==> config.mk <==
export PLATFORM = sky130hd
export DESIGN_NAME = afc_widen
export DESIGN_NICKNAME = d
export VERILOG_FILES = /design/src/sv/aabb_frustum_cull_defines.svh /design/src/sv/afc_pkg.sv /design/src/sv/afc_widen.sv
export SDC_FILE = /design/constraint.sdc
export NUM_CORES = 1
export LEC_CHECK = 0
export BUFFER_PORTS_ARGS = -buffer_cell sky130_fd_sc_hd__buf_2
export CORE_ASPECT_RATIO = 0.9
export CORE_UTILIZATION = 50
export CTS_CLUSTER_DIAMETER = 120
export DETAILED_ROUTE_END_ITERATION = 10
export PLACE_DENSITY = 0.8
export SLEW_MARGIN = 20
export SYNTH_ARGS = -nofsm -noshare
export SYNTH_HDL_FRONTEND = slang
export SYNTH_SLANG_ARGS = --single-unit
==> constraint.sdc <==
create_clock -name clk -period 7.15 [get_ports clk]
set_clock_uncertainty 0.15 [all_clocks]
set_input_delay 0.715 -clock clk [delete_from_list [all_inputs] [get_ports clk]]
set_output_delay 0.715 -clock clk [all_outputs]
set_load 0.02 [all_outputs]
==> src/sv/aabb_frustum_cull_defines.svh <==
// Assertion macros used by the culling block's top level.
`ifndef AABB_FRUSTUM_CULL_DEFINES_SVH
`define AABB_FRUSTUM_CULL_DEFINES_SVH

// Consequent must hold a fixed number of cycles after the antecedent.
`define AFC_ASSERT_DELAY(label, ante, n, cons, msg) \
  label: assert property (@(posedge clk) disable iff (rst) (ante) |-> ##n (cons)) \
    else $error(msg);

// Consequent must hold in the cycle after the antecedent.
`define AFC_ASSERT_NEXT(label, ante, cons, msg) \
  label: assert property (@(posedge clk) disable iff (rst) (ante) |=> (cons)) \
    else $error(msg);

`endif

==> src/sv/afc_pkg.sv <==
// Shared types and constants for the box versus frustum culling block.
package afc_pkg;

  localparam int COORD_BITS_DEF  = 16;
  localparam int PLANE_COUNT_DEF = 6;
  localparam int NUM_PLANES      = 6;
  localparam int AXES            = 3;
  localparam int FIELD_BITS      = 16;
  localparam int PLANE_BITS      = 64;
  localparam int MARGIN_BITS     = 15;
  localparam int ID_BITS         = 16;
  localparam int CFG_INDEX_BITS  = 3;
  // Plane offset d is Q.4; products are Q.18, so d is shifted up by 14.
  localparam int D_SHIFT         = 14;
  localparam int D_LSB           = 3 * FIELD_BITS;

  // Widened coordinate width: the larger of the coordinate and margin range, plus one.
  function automatic int value_bits(input int coord_bits);
    return ((coord_bits > MARGIN_BITS + 1) ? coord_bits : MARGIN_BITS + 1) + 1;
  endfunction

  localparam int VALUE_BITS_DEF = value_bits(COORD_BITS_DEF);

  typedef enum logic [CFG_INDEX_BITS-1:0] {
    REG_PLANE_LEFT   = 3'd0,
    REG_PLANE_RIGHT  = 3'd1,
    REG_PLANE_BOTTOM = 3'd2,
    REG_PLANE_TOP    = 3'd3,
    REG_PLANE_NEAR   = 3'd4,
    REG_PLANE_FAR    = 3'd5,
    REG_CULL_MARGIN  = 3'd6
  } reg_idx_t;

  typedef struct packed {
    logic               valid;
    logic               vis;
    logic               last;
    logic [ID_BITS-1:0] id;
  } ctl_t;

endpackage

==> src/sv/afc_widen.sv <==
// Entry stage: registers an accepted box widened by the cull margin on every side.
module afc_widen #(
  parameter int COORD_BITS = afc_pkg::COORD_BITS_DEF,
  parameter int VW         = afc_pkg::VALUE_BITS_DEF
) (
  input  logic                                clk,
  input  logic                                rst,
  input  logic                                take,
  input  logic signed [COORD_BITS-1:0]        box_min [afc_pkg::AXES],
  input  logic signed [COORD_BITS-1:0]        box_max [afc_pkg::AXES],
  input  logic [afc_pkg::ID_BITS-1:0]         chunk_id,
  input  logic                                last_chunk,
  input  logic [afc_pkg::MARGIN_BITS-1:0]     margin,
  output afc_pkg::ctl_t                       out_ctl,
  output logic signed [VW-1:0]                out_lo [afc_pkg::AXES],
  output logic signed [VW-1:0]                out_hi [afc_pkg::AXES]
);

  logic signed [VW-1:0] margin_ext;
  logic signed [VW-1:0] lo_next [afc_pkg::AXES];
  logic signed [VW-1:0] hi_next [afc_pkg::AXES];

  assign margin_ext = $signed(VW'(margin));

  always_comb begin
    for (int a = 0; a < afc_pkg::AXES; a++) begin
      lo_next[a] = VW'(box_min[a]) - margin_ext;
      hi_next[a] = VW'(box_max[a]) + margin_ext;
    end
  end

  always_ff @(posedge clk) begin
    if (rst) begin
      out_ctl.valid <= 1'b0;
    end else begin
      out_ctl.valid <= take;
    end
    out_ctl.vis  <= 1'b1;
    out_ctl.last <= last_chunk;
    out_ctl.id   <= chunk_id;
    out_lo       <= lo_next;
    out_hi       <= hi_next;
  end

endmodule

======== Yosys cells after proc, flatten, opt, wreduce, memory -nomap -nowiden ========
Cells that the tools add are included.
word-level totals
  logic and storage cells ................. 15
  memory bits (writable) .................. 0
  flip-flop bits (word level) ............. 120
  output and inout port bits .............. 121
  memories kept ........................... 0
  ROM bits ................................ 0
  input port bits ......................... 131
  bits in latches ......................... 0
cells by class
  shift-type cells ........................ 0
  mux-type cells .......................... 0
  reduce and logical (&&, ||, !) cells .... 0
  add/sub/neg operators ................... 6
  $lt $le $gt $ge ......................... 0
  equal/unequal tests ..................... 0
  div/mod/pow operators ................... 0
  bitwise operators ....................... 0
  multipliers ............................. 0
operators by type and width
  operator                                        count
  16-bit by 16-bit adder with 17-bit output       3
  16-bit by 16-bit subtractor with 17-bit output  3

======== Longest topological paths before layout ========
  depth in word-level cells ............... 1
  mapped depth ............................ 10
  mapped depth without buffers ............ 10

======== Least setup slack after synthesis ========
OpenSTA, ideal clock, no wires.
  path type ............................... input to register
  start point ............................. input box_max[0] (netlist name)
  end point ............................... register out_hi[10] (netlist name)
  required time ........................... 6.928 ns
  buffers on the path ..................... 0
  library setup time ...................... 0.072 ns
  cell stages on the path ................. 9
  arrival time ............................ 2.560 ns
  setup slack ............................. 4.368 ns
  cell sequence ........................... ha_1 fa_1 a21o_1 a21o_1 a211oi_2 o21ai_1 a31o_1 a21oi_1 xnor2_1
RTL lines
  item                  line             text
  start, declared       afc_widen.sv:10  input logic signed [COORD_BITS-1:0] box_max [afc_pkg::AXES],
  end signal, assigned  afc_widen.sv:42  out_hi <= hi_next;
  end, declared         afc_widen.sv:16  output logic signed [VW-1:0] out_hi [afc_pkg::AXES]

==> results.toml <==
[outcome]
status = "complete, no violations"

[cells_and_area]
nNetsFinal = 1198
fillers = 1045
drive_gt1_share_pct = 29.5
syn2layout_area_growth_pct = 31.5

[floorplanning]
dieArea_um2 = 13700
fp.dieW_um = 123
core-area_um2 = 12800
row_count = 39
dieHeight_um = 111
start_util_pct = 51.7
boundaryPins = 252

[route]
wire_per_inst_um = 15.3
vias = 6174
ant_nets = 0
drt-total-wl_um = 17600
drt-initial-drc-count = 242
drc = 0
first_pass_iters = 4
avgViaCountPerCell = 5.37

[synthesis]
yosysSeqAreaShare_pct = 36.2
async_flop_share_pct = 0
synth_area_per_cell_um2 = 9.38
synth_ff_type = "dfxtp_1"
synth_cells = 707
ys_ff_latch = 120
synth-edff-count = 0
syn_nets = 934
synth_cell_type_count = 53
synth-warning-count = 0
netlist_area_um2 = 6630

[clocking]
cts-htree-levels = 4
post_cts_buffers = 0
cts.root.buffer_cell = "clkbuf_16"
clkSlewWorstSetupHoldPaths_ns = 0.05
ctsResizeCount = 0
clock_sinks = 120
cts_hold_buf = 0
cts_buffers = 17
clk_path_buf_depth = 2
tritoncts = "done"

[sta]
slew_violations = 0
period_share_pct = 39.3
final-setup-viol-count = 0
finalHoldViolCount = 0
finalWorstSetupSlack_ns = 4.34
max_freq_mhz = 356
tns_ns = 0
fin_crit_ns = 2.81
rsz0062_at_grt = "false"

[global_route]
grt_pass1_vias = 5986
grt_max_degree = 17
grt_pass1_wl_um = 27500
grt_usage_pct = 26.0
grt_overflow = 0
antenna_found_initial = 3

[power_and_ir_drop]
switching_share_pct = 31.2
pwr-share-seq_pct = 33.1
p_per_area_nw_per_um2 = 284
comb_power_share_pct = 29.1
p_switching_mw = 0.775
leakage_nw = 4.40
clkPwrFrac_pct = 37.8
intPower_mw = 1.71
ir_worst_vdd_v = 0.000171

[placed_design]
post-dp-hpwl_um = 13900
port_buffers = 250
gp_congestion = 0.922
post-place-ws_ns = 3.94

[worst_setup_path]
critical_path_required_ns = 7.35
crit_arrival_ns = 3.01
cp_max_fo = 6
crit_type = "in2reg"
startpoint_type = "primary input"
endpoint_kind = "flop"

[worst_hold_path]
hp-class = "in2reg"
min_path_cells = 1
hold_start = "chunk_id[12]"
hold_end = "out_ctl[12]"

[flow_run]
max_cap_viol_count = 0
[metal layers]
metal / part of all wire (%) / global-route usage [%]
met1: 40 / 28.6
met5: 0.057 / 0
met2: 49 / 45.7
met4: 2.7 / 10.5
met3: 8.1 / 8.18
[cell usage in the layout (no fill, tap or decap), types with 17 or more instances in the layout]
master / n
o21ai_0: 26
dfxtp_1: 120
clkbuf_16: 17
inv_1: 47
a21oi_1: 62
nand2_1: 30
ha_1: 90
nor2_1: 52
buf_2: 250
xor2_1: 21
a21o_1: 33
o21a_1: 19
xnor2_1: 48
[sequential cells by signal, indices dropped and copies added (netlist names)]
register	cells
out_ctl	18
out_lo	51
out_hi	51
[power groups by stage]
stage	combinational (mW)	clock (mW)	sequential [mW]
after floorplan	0.320	0	0.990
after global placement	0.706	0	0.833
after detailed placement	0.714	0	0.834
after CTS	0.721	0.947	0.823
after global routing	0.783	0.988	0.835
final	0.721	0.937	0.822
[metrics by stage]
step / instance area [um2] / util [%] / hold slack, ns / instances / total power, mW
after floorplan: 6630 / - / 0.593 / 707 / 1.31
after global placement: 8060 / 62.8 / 0.667 / 1116 / 1.54
after detailed placement: 8060 / 62.8 / 0.669 / 1116 / 1.55
after CTS: 8710 / 67.9 / 0.241 / 1147 / 2.49
after global routing: 8720 / 67.9 / 0.235 / 1148 / 2.61
final: 8720 / 67.9 / 0.257 / 1149 / 2.48
[critical path, stage by stage]
cell and delay [ns]:
buf_2 0.16, ha_1 0.25, fa_1 0.41, a21o_1 0.19, a21o_1 0.21, a211oi_2 0.34, nor3_1 0.13, o41ai_2 0.41
o211a_1 0.18
[worst max path at each step]
| stage | from | end | cells after the start | slack (ns) |
|---|---|---|---|---|
| 6_report | margin[0] | out_hi[16] | 9 | 4.34 |
| 3_5_place_dp | margin[0] | out_hi[16] | 9 | 3.94 |
| 5_1_grt | margin[2] | out_lo[48] | 10 | 4.18 |
| 2_1_floorplan | box_max[0] | out_hi[10] | 9 | 4.37 |
| 3_3_place_gp | margin[0] | out_hi[16] | 9 | 4.02 |
| 4_1_cts | margin[0] | out_hi[16] | 9 | 4.36 |
[Yosys cell counts, drive strengths merged (4+ instances only)]
| cell | n | area (um2) |
|---|---|---|
| fa | 6 | 120 |
| a21oi | 62 | 310 |
| nand2b | 8 | 50.1 |
| and3 | 5 | 31.3 |
| nand3 | 7 | 35.0 |
| inv | 47 | 176 |
| nand4 | 7 | 43.8 |
| nor3 | 13 | 65.1 |
| o31ai | 7 | 52.6 |
| nor2b | 12 | 75.1 |
| a21boi | 5 | 37.5 |
| dfxtp | 120 | 2400 |
| a21o | 33 | 248 |
| xor2 | 21 | 184 |
| a211oi | 8 | 65.1 |
| o21a | 19 | 143 |
| a211o | 4 | 35.0 |
| ha | 90 | 1130 |
| clkbuf | 4 | 15.0 |
| a311oi | 4 | 41.3 |
| nand2 | 30 | 113 |
| o211ai | 4 | 30.0 |
| o21ai | 40 | 200 |
| o21bai | 8 | 60.1 |
| xnor2 | 48 | 420 |
| or2 | 4 | 25.0 |
| nor2 | 52 | 195 |
| o31a | 8 | 70.1 |
[final cells by class]
type                    instances  area [um2]  share of cell area (%)
well taps                     164         205                    2.35
clock buffers                  19         453                    5.19
clock inverters                12         199                    2.28
flip-flops and latches        120        2400                    27.6
diodes                          2        5.00                  0.0574
repair buffers                250        1250                    14.3
multi-input cells             535        4030                    46.2
inverters                      47         176                    2.02
[cell families (layout without fill, tap and decap cells)]
| logic type | Yosys count | count (layout) | synth area share (%) |
|---|---|---|---|
| AO/OA/AOI/OAI | 221 | 221 | 22.1 |
| buffers and inverters | 52 | 328 | 3.00 |
| flip-flops | 120 | 120 | 36.2 |
| adder cells (fa/ha/maj) | 96 | 96 | 18.8 |
| XOR/XNOR | 69 | 69 | 9.12 |
| other | 1 | 3 | 0.0566 |
| AND/OR/NAND/NOR | 148 | 148 | 10.7 |
Note: power is estimated with default switching activity, not from simulation.
