$ cat src/sv/aabb_frustum_cull_defines.svh
// Assertion macros used by the culling block's top level.
`ifndef AABB_FRUSTUM_CULL_DEFINES_SVH
`define AABB_FRUSTUM_CULL_DEFINES_SVH

// Consequent must hold a fixed number of cycles after the antecedent.
`define AFC_ASSERT_DELAY(label, ante, n, cons, msg) \
  label: assert property (@(posedge clk) disable iff (rst) (ante) |-> ##n (cons)) \
    else $error(msg);

// Consequent must hold in the cycle after the antecedent.
`define AFC_ASSERT_NEXT(label, ante, cons, msg) \
  label: assert property (@(posedge clk) disable iff (rst) (ante) |=> (cons)) \
    else $error(msg);

`endif

$ cat src/sv/afc_pkg.sv
// Shared types and constants for the box versus frustum culling block.
package afc_pkg;

  localparam int COORD_BITS_DEF  = 16;
  localparam int PLANE_COUNT_DEF = 6;
  localparam int NUM_PLANES      = 6;
  localparam int AXES            = 3;
  localparam int FIELD_BITS      = 16;
  localparam int PLANE_BITS      = 64;
  localparam int MARGIN_BITS     = 15;
  localparam int ID_BITS         = 16;
  localparam int CFG_INDEX_BITS  = 3;
  // Plane offset d is Q.4; products are Q.18, so d is shifted up by 14.
  localparam int D_SHIFT         = 14;
  localparam int D_LSB           = 3 * FIELD_BITS;

  // Widened coordinate width: the larger of the coordinate and margin range, plus one.
  function automatic int value_bits(input int coord_bits);
    return ((coord_bits > MARGIN_BITS + 1) ? coord_bits : MARGIN_BITS + 1) + 1;
  endfunction

  localparam int VALUE_BITS_DEF = value_bits(COORD_BITS_DEF);

  typedef enum logic [CFG_INDEX_BITS-1:0] {
    REG_PLANE_LEFT   = 3'd0,
    REG_PLANE_RIGHT  = 3'd1,
    REG_PLANE_BOTTOM = 3'd2,
    REG_PLANE_TOP    = 3'd3,
    REG_PLANE_NEAR   = 3'd4,
    REG_PLANE_FAR    = 3'd5,
    REG_CULL_MARGIN  = 3'd6
  } reg_idx_t;

  typedef struct packed {
    logic               valid;
    logic               vis;
    logic               last;
    logic [ID_BITS-1:0] id;
  } ctl_t;

endpackage

$ cat src/sv/afc_cell.sv
// One plane test cell: multiply stage, then sum and sign stage, handing the box onward.
module afc_cell #(
  parameter int VW = afc_pkg::VALUE_BITS_DEF
) (
  input  logic                                clk,
  input  logic                                rst,
  input  logic [afc_pkg::PLANE_BITS-1:0]      plane,
  input  afc_pkg::ctl_t                       in_ctl,
  input  logic signed [VW-1:0]                in_lo [afc_pkg::AXES],
  input  logic signed [VW-1:0]                in_hi [afc_pkg::AXES],
  output afc_pkg::ctl_t                       out_ctl,
  output logic signed [VW-1:0]                out_lo [afc_pkg::AXES],
  output logic signed [VW-1:0]                out_hi [afc_pkg::AXES]
);

  localparam int PW = afc_pkg::FIELD_BITS + VW;
  localparam int SW = PW + 2;

  logic signed [afc_pkg::FIELD_BITS-1:0] nrm [afc_pkg::AXES];
  logic signed [VW-1:0]                  vtx [afc_pkg::AXES];
  logic signed [PW-1:0]                  prod_next [afc_pkg::AXES];

  afc_pkg::ctl_t                         ctl1;
  logic signed [VW-1:0]                  lo1 [afc_pkg::AXES];
  logic signed [VW-1:0]                  hi1 [afc_pkg::AXES];
  logic signed [PW-1:0]                  prod [afc_pkg::AXES];
  logic signed [afc_pkg::FIELD_BITS-1:0] d1;

  logic signed [SW-1:0]                  sum;
  logic                                  vis_next;

  // Positive vertex: the max corner where the normal is zero or positive.
  always_comb begin
    for (int a = 0; a < afc_pkg::AXES; a++) begin
      nrm[a]       = $signed(plane[a*afc_pkg::FIELD_BITS +: afc_pkg::FIELD_BITS]);
      vtx[a]       = nrm[a][afc_pkg::FIELD_BITS-1] ? in_lo[a] : in_hi[a];
      prod_next[a] = PW'(nrm[a]) * PW'(vtx[a]);
    end
  end

  assign sum = SW'(prod[0]) + SW'(prod[1]) + SW'(prod[2])
             + (SW'(d1) <<< afc_pkg::D_SHIFT);
  assign vis_next = ctl1.vis & ~sum[SW-1];

  always_ff @(posedge clk) begin
    if (rst) begin
      ctl1.valid    <= 1'b0;
      out_ctl.valid <= 1'b0;
    end else begin
      ctl1.valid    <= in_ctl.valid;
      out_ctl.valid <= ctl1.valid;
    end
    ctl1.vis     <= in_ctl.vis;
    ctl1.last    <= in_ctl.last;
    ctl1.id      <= in_ctl.id;
    lo1          <= in_lo;
    hi1          <= in_hi;
    prod         <= prod_next;
    d1           <= $signed(plane[afc_pkg::D_LSB +: afc_pkg::FIELD_BITS]);
    out_ctl.vis  <= vis_next;
    out_ctl.last <= ctl1.last;
    out_ctl.id   <= ctl1.id;
    out_lo       <= lo1;
    out_hi       <= hi1;
  end

endmodule

$ cat config.mk
export PLATFORM = sky130hd
export DESIGN_NAME = afc_cell
export DESIGN_NICKNAME = d
export VERILOG_FILES = /design/src/sv/aabb_frustum_cull_defines.svh /design/src/sv/afc_pkg.sv /design/src/sv/afc_cell.sv
export SDC_FILE = /design/constraint.sdc
export NUM_CORES = 2
export LEC_CHECK = 0
export ABC_AREA = 1
export BUFFER_PORTS_ARGS = -buffer_cell sky130_fd_sc_hd__buf_2
export CAP_MARGIN = 10
export CORE_MARGIN = 2
export CORE_UTILIZATION = 30
export DETAILED_ROUTE_END_ITERATION = 16
export PLACE_DENSITY = 0.49
export SYNTH_ARGS = -nofsm -noshare
export SYNTH_HDL_FRONTEND = slang
export SYNTH_SLANG_ARGS = --single-unit
$ cat constraint.sdc
create_clock -name clk -period 10.62 [get_ports clk]
set_input_delay 1.062 -clock clk [delete_from_list [all_inputs] [get_ports clk]]
set_output_delay 1.062 -clock clk [all_outputs]
set_load 0.01 [all_outputs]
# --- After elaboration in Yosys (flattened, before gate mapping) ---
# Index checks and enable logic that the tools add are counted.
# Widths: inputs -> output; s select.
op_classes:
  add_sub_neg: 3
  mul: 3
  n_div: 0
  n_lt_le_gt_ge: 0
  n_eq_ne: 0
  n_shift: 0
  mux: 3
  n_bitwise: 2
  n_reduce_logical: 0
op_table:
  columns: ["cell", "count"]
  rows:
  - ["$mul 16x17->33", 3]
  - ["$mux 17", 3]
  - ["$add 34x33->35", 1]
  - ["$add 35x30->35", 1]
  - ["$add 33x33->34", 1]
  - ["$and 1x1->1", 1]
  - ["$not 1->1", 1]
word_totals:
  ff_bits: 357
  latchBits: 0
  mem_bits_rw: 0
  romBits: 0
  input_bits: 187
  n_memories: 0

# --- Longest topological paths before layout ---
logic_depth:
  ltp_word: 5
  depth_mapped: 32
  mapped_depth_nobuf: 29

# --- Least setup slack after synthesis ---
# Ideal clock, no wire load.
synth_timing:
  path_type: "input to register"
  start: "input port plane[31] (netlist bit)"
  end: "register prod[65] (netlist bit)"
  t_arrival_ns: 6.717
  required_time_ns: 10.508
  slack_ns: 3.791
  path_stages: 27
  path_cell_list: "buf_4 -> buf_2 -> a21oi_2 -> inv_1 -> buf_2 -> nor2_1 -> fa_1 -> fa_1 -> inv_1 -> fa_1 -> fa_1 -> inv_1 -> fa_1 -> inv_1 -> fa_1 -> inv_1 -> ha_1 -> nand2_1 -> nor2_1 -> inv_1 -> nor2_1 -> inv_1 -> or2_0 -> nand3_1 -> inv_1 -> nand2_1 -> nand2_1"
synth_lines:
  columns: ["item", "line_no", "text"]
  rows:
  - ["start, declared", "afc_cell.sv:7", "input logic [afc_pkg::PLANE_BITS-1:0] plane,"]
  - ["end signal, assigned", "afc_cell.sv:58", "prod <= prod_next;"]
  - ["end, declared", "afc_cell.sv:26", "logic signed [PW-1:0] prod [afc_pkg::AXES];"]

==> flow_summary_export.csv <==
group,metric,value,unit
grt,overflow,0,
sta,slew_violations,0,
worst_setup_path,reg2reg_setup_slack,7.54,ns
worst_setup_path,r2r-end,"out_ctl[17]$_DFF_P_",
worst_setup_path,crit_slowest_cell,"fa_1",
finish,areaGrowthSynthToFinish,11.71,%
clock_network,post_cts_buffers,0,
logic_synthesis,avgSynthCellArea,9.214,sq um
logic_synthesis,syn-num-nets,5815,
logic_synthesis,ys_warn_count,0,
outcome,outcome,"complete, no violations",
die,start_util,30.24,%
clock_network,postCtsResizedCells,0,
logic_synthesis,synth.top_cells.by_area,"fa_1 43%, dfxtp_1 17%, inv_1 9.9%",
logic_synthesis,yosysMostFrequentCell,"inv_1",
grt,grt_use_total,16.58,%
sta,fin_worst_skew,0.02199,ns
worst_setup_path,critPathBufInv,5,
worst_setup_path,crit_fanout,20,
worst_hold_path,holdCritStartpoint,"hi1[5]$_DFF_P_",
worst_setup_path,startpoint_type,"primary input",
die,core_area,0.1356,sq mm
die,ios,308,
clock_network,cts_hold_buf,0,
worst_setup_path,cp.arrival,7.81,ns
clock_network,worstSkewPairLatency,0.63,ns
drt,drc,0,
drt,via_count,28880,
clock_network,htree_levels,2,
sta,hold_viol,0,
worst_setup_path,setup.worst_path.end_class,"register",
drt,wire_per_inst,17.26,microns
clock_network,cts_root_buf,"clkbuf_16",
clock_network,cts_tree,"yes",
die,die_x,373.8,microns
logic_synthesis,async_flop_share,0,%
sta,min_period_over_period,68.65,%
sta,rsz0062_at_grt,"no",
drt,vias_per_cell,4.425,
logic_synthesis,seq_area_frac_synth,17.42,%
finish,nets,6075,
worst_setup_path,worstSetupPathType,"in2reg",
sta,fin_crit,7.291,ns
logic_synthesis,synth_seq_cells,357,
clock_network,cts.path.max_buffers,3,
sta,setup_viol,0,
worst_setup_path,r2r_start,"prod[32]$_DFF_P_",
logic_synthesis,synthCells,4452,
logic_synthesis,synth_top_area_share,42.95,%
worst_setup_path,critPathMostFrequentCell,"fa_1",
logic_synthesis,synth_cell_types,50,
drt,first_pass_iters,5,
worst_setup_path,max_stage_delay,0.90,ns
worst_setup_path,required,11.14,ns
worst_hold_path,hp-class,"reg2reg",
die,rows,135,
clock_network,cts_num_sinks,357,
place,place_congestion,0.8880,
sta,slew_headroom,46.84,%
grt,grt_max_degree,23,
logic_synthesis,synth_common_cells,"1077 x inv_1, 880 x fa_1, 631 x nand2_1, 577 x nor2_1, 357 x dfxtp_1",
drt,first_iter_violations,1593,
finish,nFillCells,14240,
worst_setup_path,crit_start,"plane[47]",
place,hpwl,98160,microns
worst_setup_path,critPathTopFamily,"adder cells",
logic_synthesis,yosysTopAreaCell,"fa_1",
sta,max_freq,137.2,MHz
logic_synthesis,synthesis.area,0.04102,sq mm
die,dieArea,0.1397,sq mm
sta,tns,0,ns
drt,routed_wl,112600,microns
clock_network,clk_pin_slew,0.06,ns
sta,tightest_slew,0.7973,ns
clock_network,cts_buffers,43,
worst_setup_path,cp_cell_sequence,"buf_2 -> inv_1 -> nor2_1 -> nor2_1 -> inv_1 -> nor2_1 -> fa_1 -> fa_1 -> fa_1 -> fa_1 -> fa_1 -> inv_1 -> fa_1 -> inv_1 -> ha_1 -> nand2_1 -> o21ai_0 -> nor2_1 -> nand3_1 -> xor2_1",
grt,grt_pass1_wl,179500,microns
grt,first_global_vias,31400,
worst_hold_path,whs_endpoint,"out_hi[5]$_DFF_P_",
worst_setup_path,ff2ff_path_depth,12,
drt,antenna_left,0,
logic_synthesis,synth_edf_count,0,
place,port_buffers,307,
run,maxCapViolCount,0,
grt,antenna_found_initial,1,
worst_hold_path,hold_depth,0,
die,die_h,373.8,microns
finish,drive_gt1_share,10.52,%
logic_synthesis,synth_flop_cell,"dfxtp_1",
==> metal layers <==
metal,vias up,share of wire (%),global-route usage [%]
met2,684,47,27.68
met3,129,5.4,2.555
met1,14630,45,22.60
li1,13430,-,-
met5,-,0,0
met4,0,2.2,3.712
==> final cells by class <==
| type | instances | area (sq um) | area share, % |
|---|---|---|---|
| Clock buffer | 54 | 1167 | 2.548 |
| Sequential cell | 357 | 7147 | 15.60 |
| Tap cell | 1781 | 2228 | 4.863 |
| Clock inverter | 22 | 290.3 | 0.6335 |
| Multi-Input combinational cell | 2897 | 29290 | 63.92 |
| Inverter | 1104 | 4146 | 9.049 |
| Antenna cell | 1 | 2.502 | 0.005461 |
| Timing Repair Buffer | 309 | 1551 | 3.386 |
==> cell usage in the layout, fill, tap and decap left out, drive strengths merged, types with 2 or more instances in the layout <==
master,instances
a21boi,5
a21o,16
a21oi,115
a31o,2
a31oi,8
buf,309
bufinv,4
clkbuf,54
clkinv,9
dfxtp,357
fa,880
ha,296
inv,1112
nand2,648
nand3,58
nand4,14
nor2,586
nor3,21
nor4,3
o211ai,6
o21a,7
o21ai,59
o21bai,12
or2,48
xnor2,37
xor2,73
==> kinds of logic (layout without fill, tap and decap cells) <==
group | after synthesis | count (layout) | synth area share (%)
compound gates | 230 | 230 | 3.435
xor+xnor | 110 | 110 | 2.349
fa+ha+maj | 1176 | 1176 | 51.98
buf+inv | 1198 | 1489 | 11.17
flops | 357 | 357 | 17.42
other cells | 0 | 1 | 0
simple gates | 1381 | 1381 | 13.64
==> stage by stage <==
stage / setup WS, ns / cell area [sq um] / hold WS (ns) / instances / utilization (%)
2_1_floorplan: 3.791 / 41020 / 0.3096 / 4452 / -
3_3_place_gp: 2.726 / 44360 / 0.3099 / 6448 / 32.71
3_5_place_dp: 2.603 / 44360 / 0.3121 / 6448 / 32.71
4_1_cts: 3.281 / 45820 / 0.3139 / 6524 / 33.78
5_1_grt: 2.685 / 45820 / 0.3226 / 6524 / 33.78
6_report: 3.329 / 45820 / 0.3132 / 6525 / 33.78
==> state kept, by name (all words and copies together) (netlist names) <==
register  flops
hi1          51
d1           16
out_lo       51
out_hi       51
lo1          51
out_ctl      19
ctl1         19
prod         99
==> worst max-delay path by stage <==
stage | to | slack, ns | depth (start not counted)
floorplan | prod[65]$_DFF_P_ | 3.79 | 27
global placement | prod[24]$_DFF_P_ | 2.73 | 22
detailed placement | prod[24]$_DFF_P_ | 2.60 | 22
CTS | prod[24]$_DFF_P_ | 3.28 | 22
global route | prod[24]$_DFF_P_ | 2.68 | 22
finish | prod[26]$_DFF_P_ | 3.33 | 20
Power is left out: the tool's default activity adds up to more than one toggle a clock period on the data nets, which glitch-free logic cannot reach.
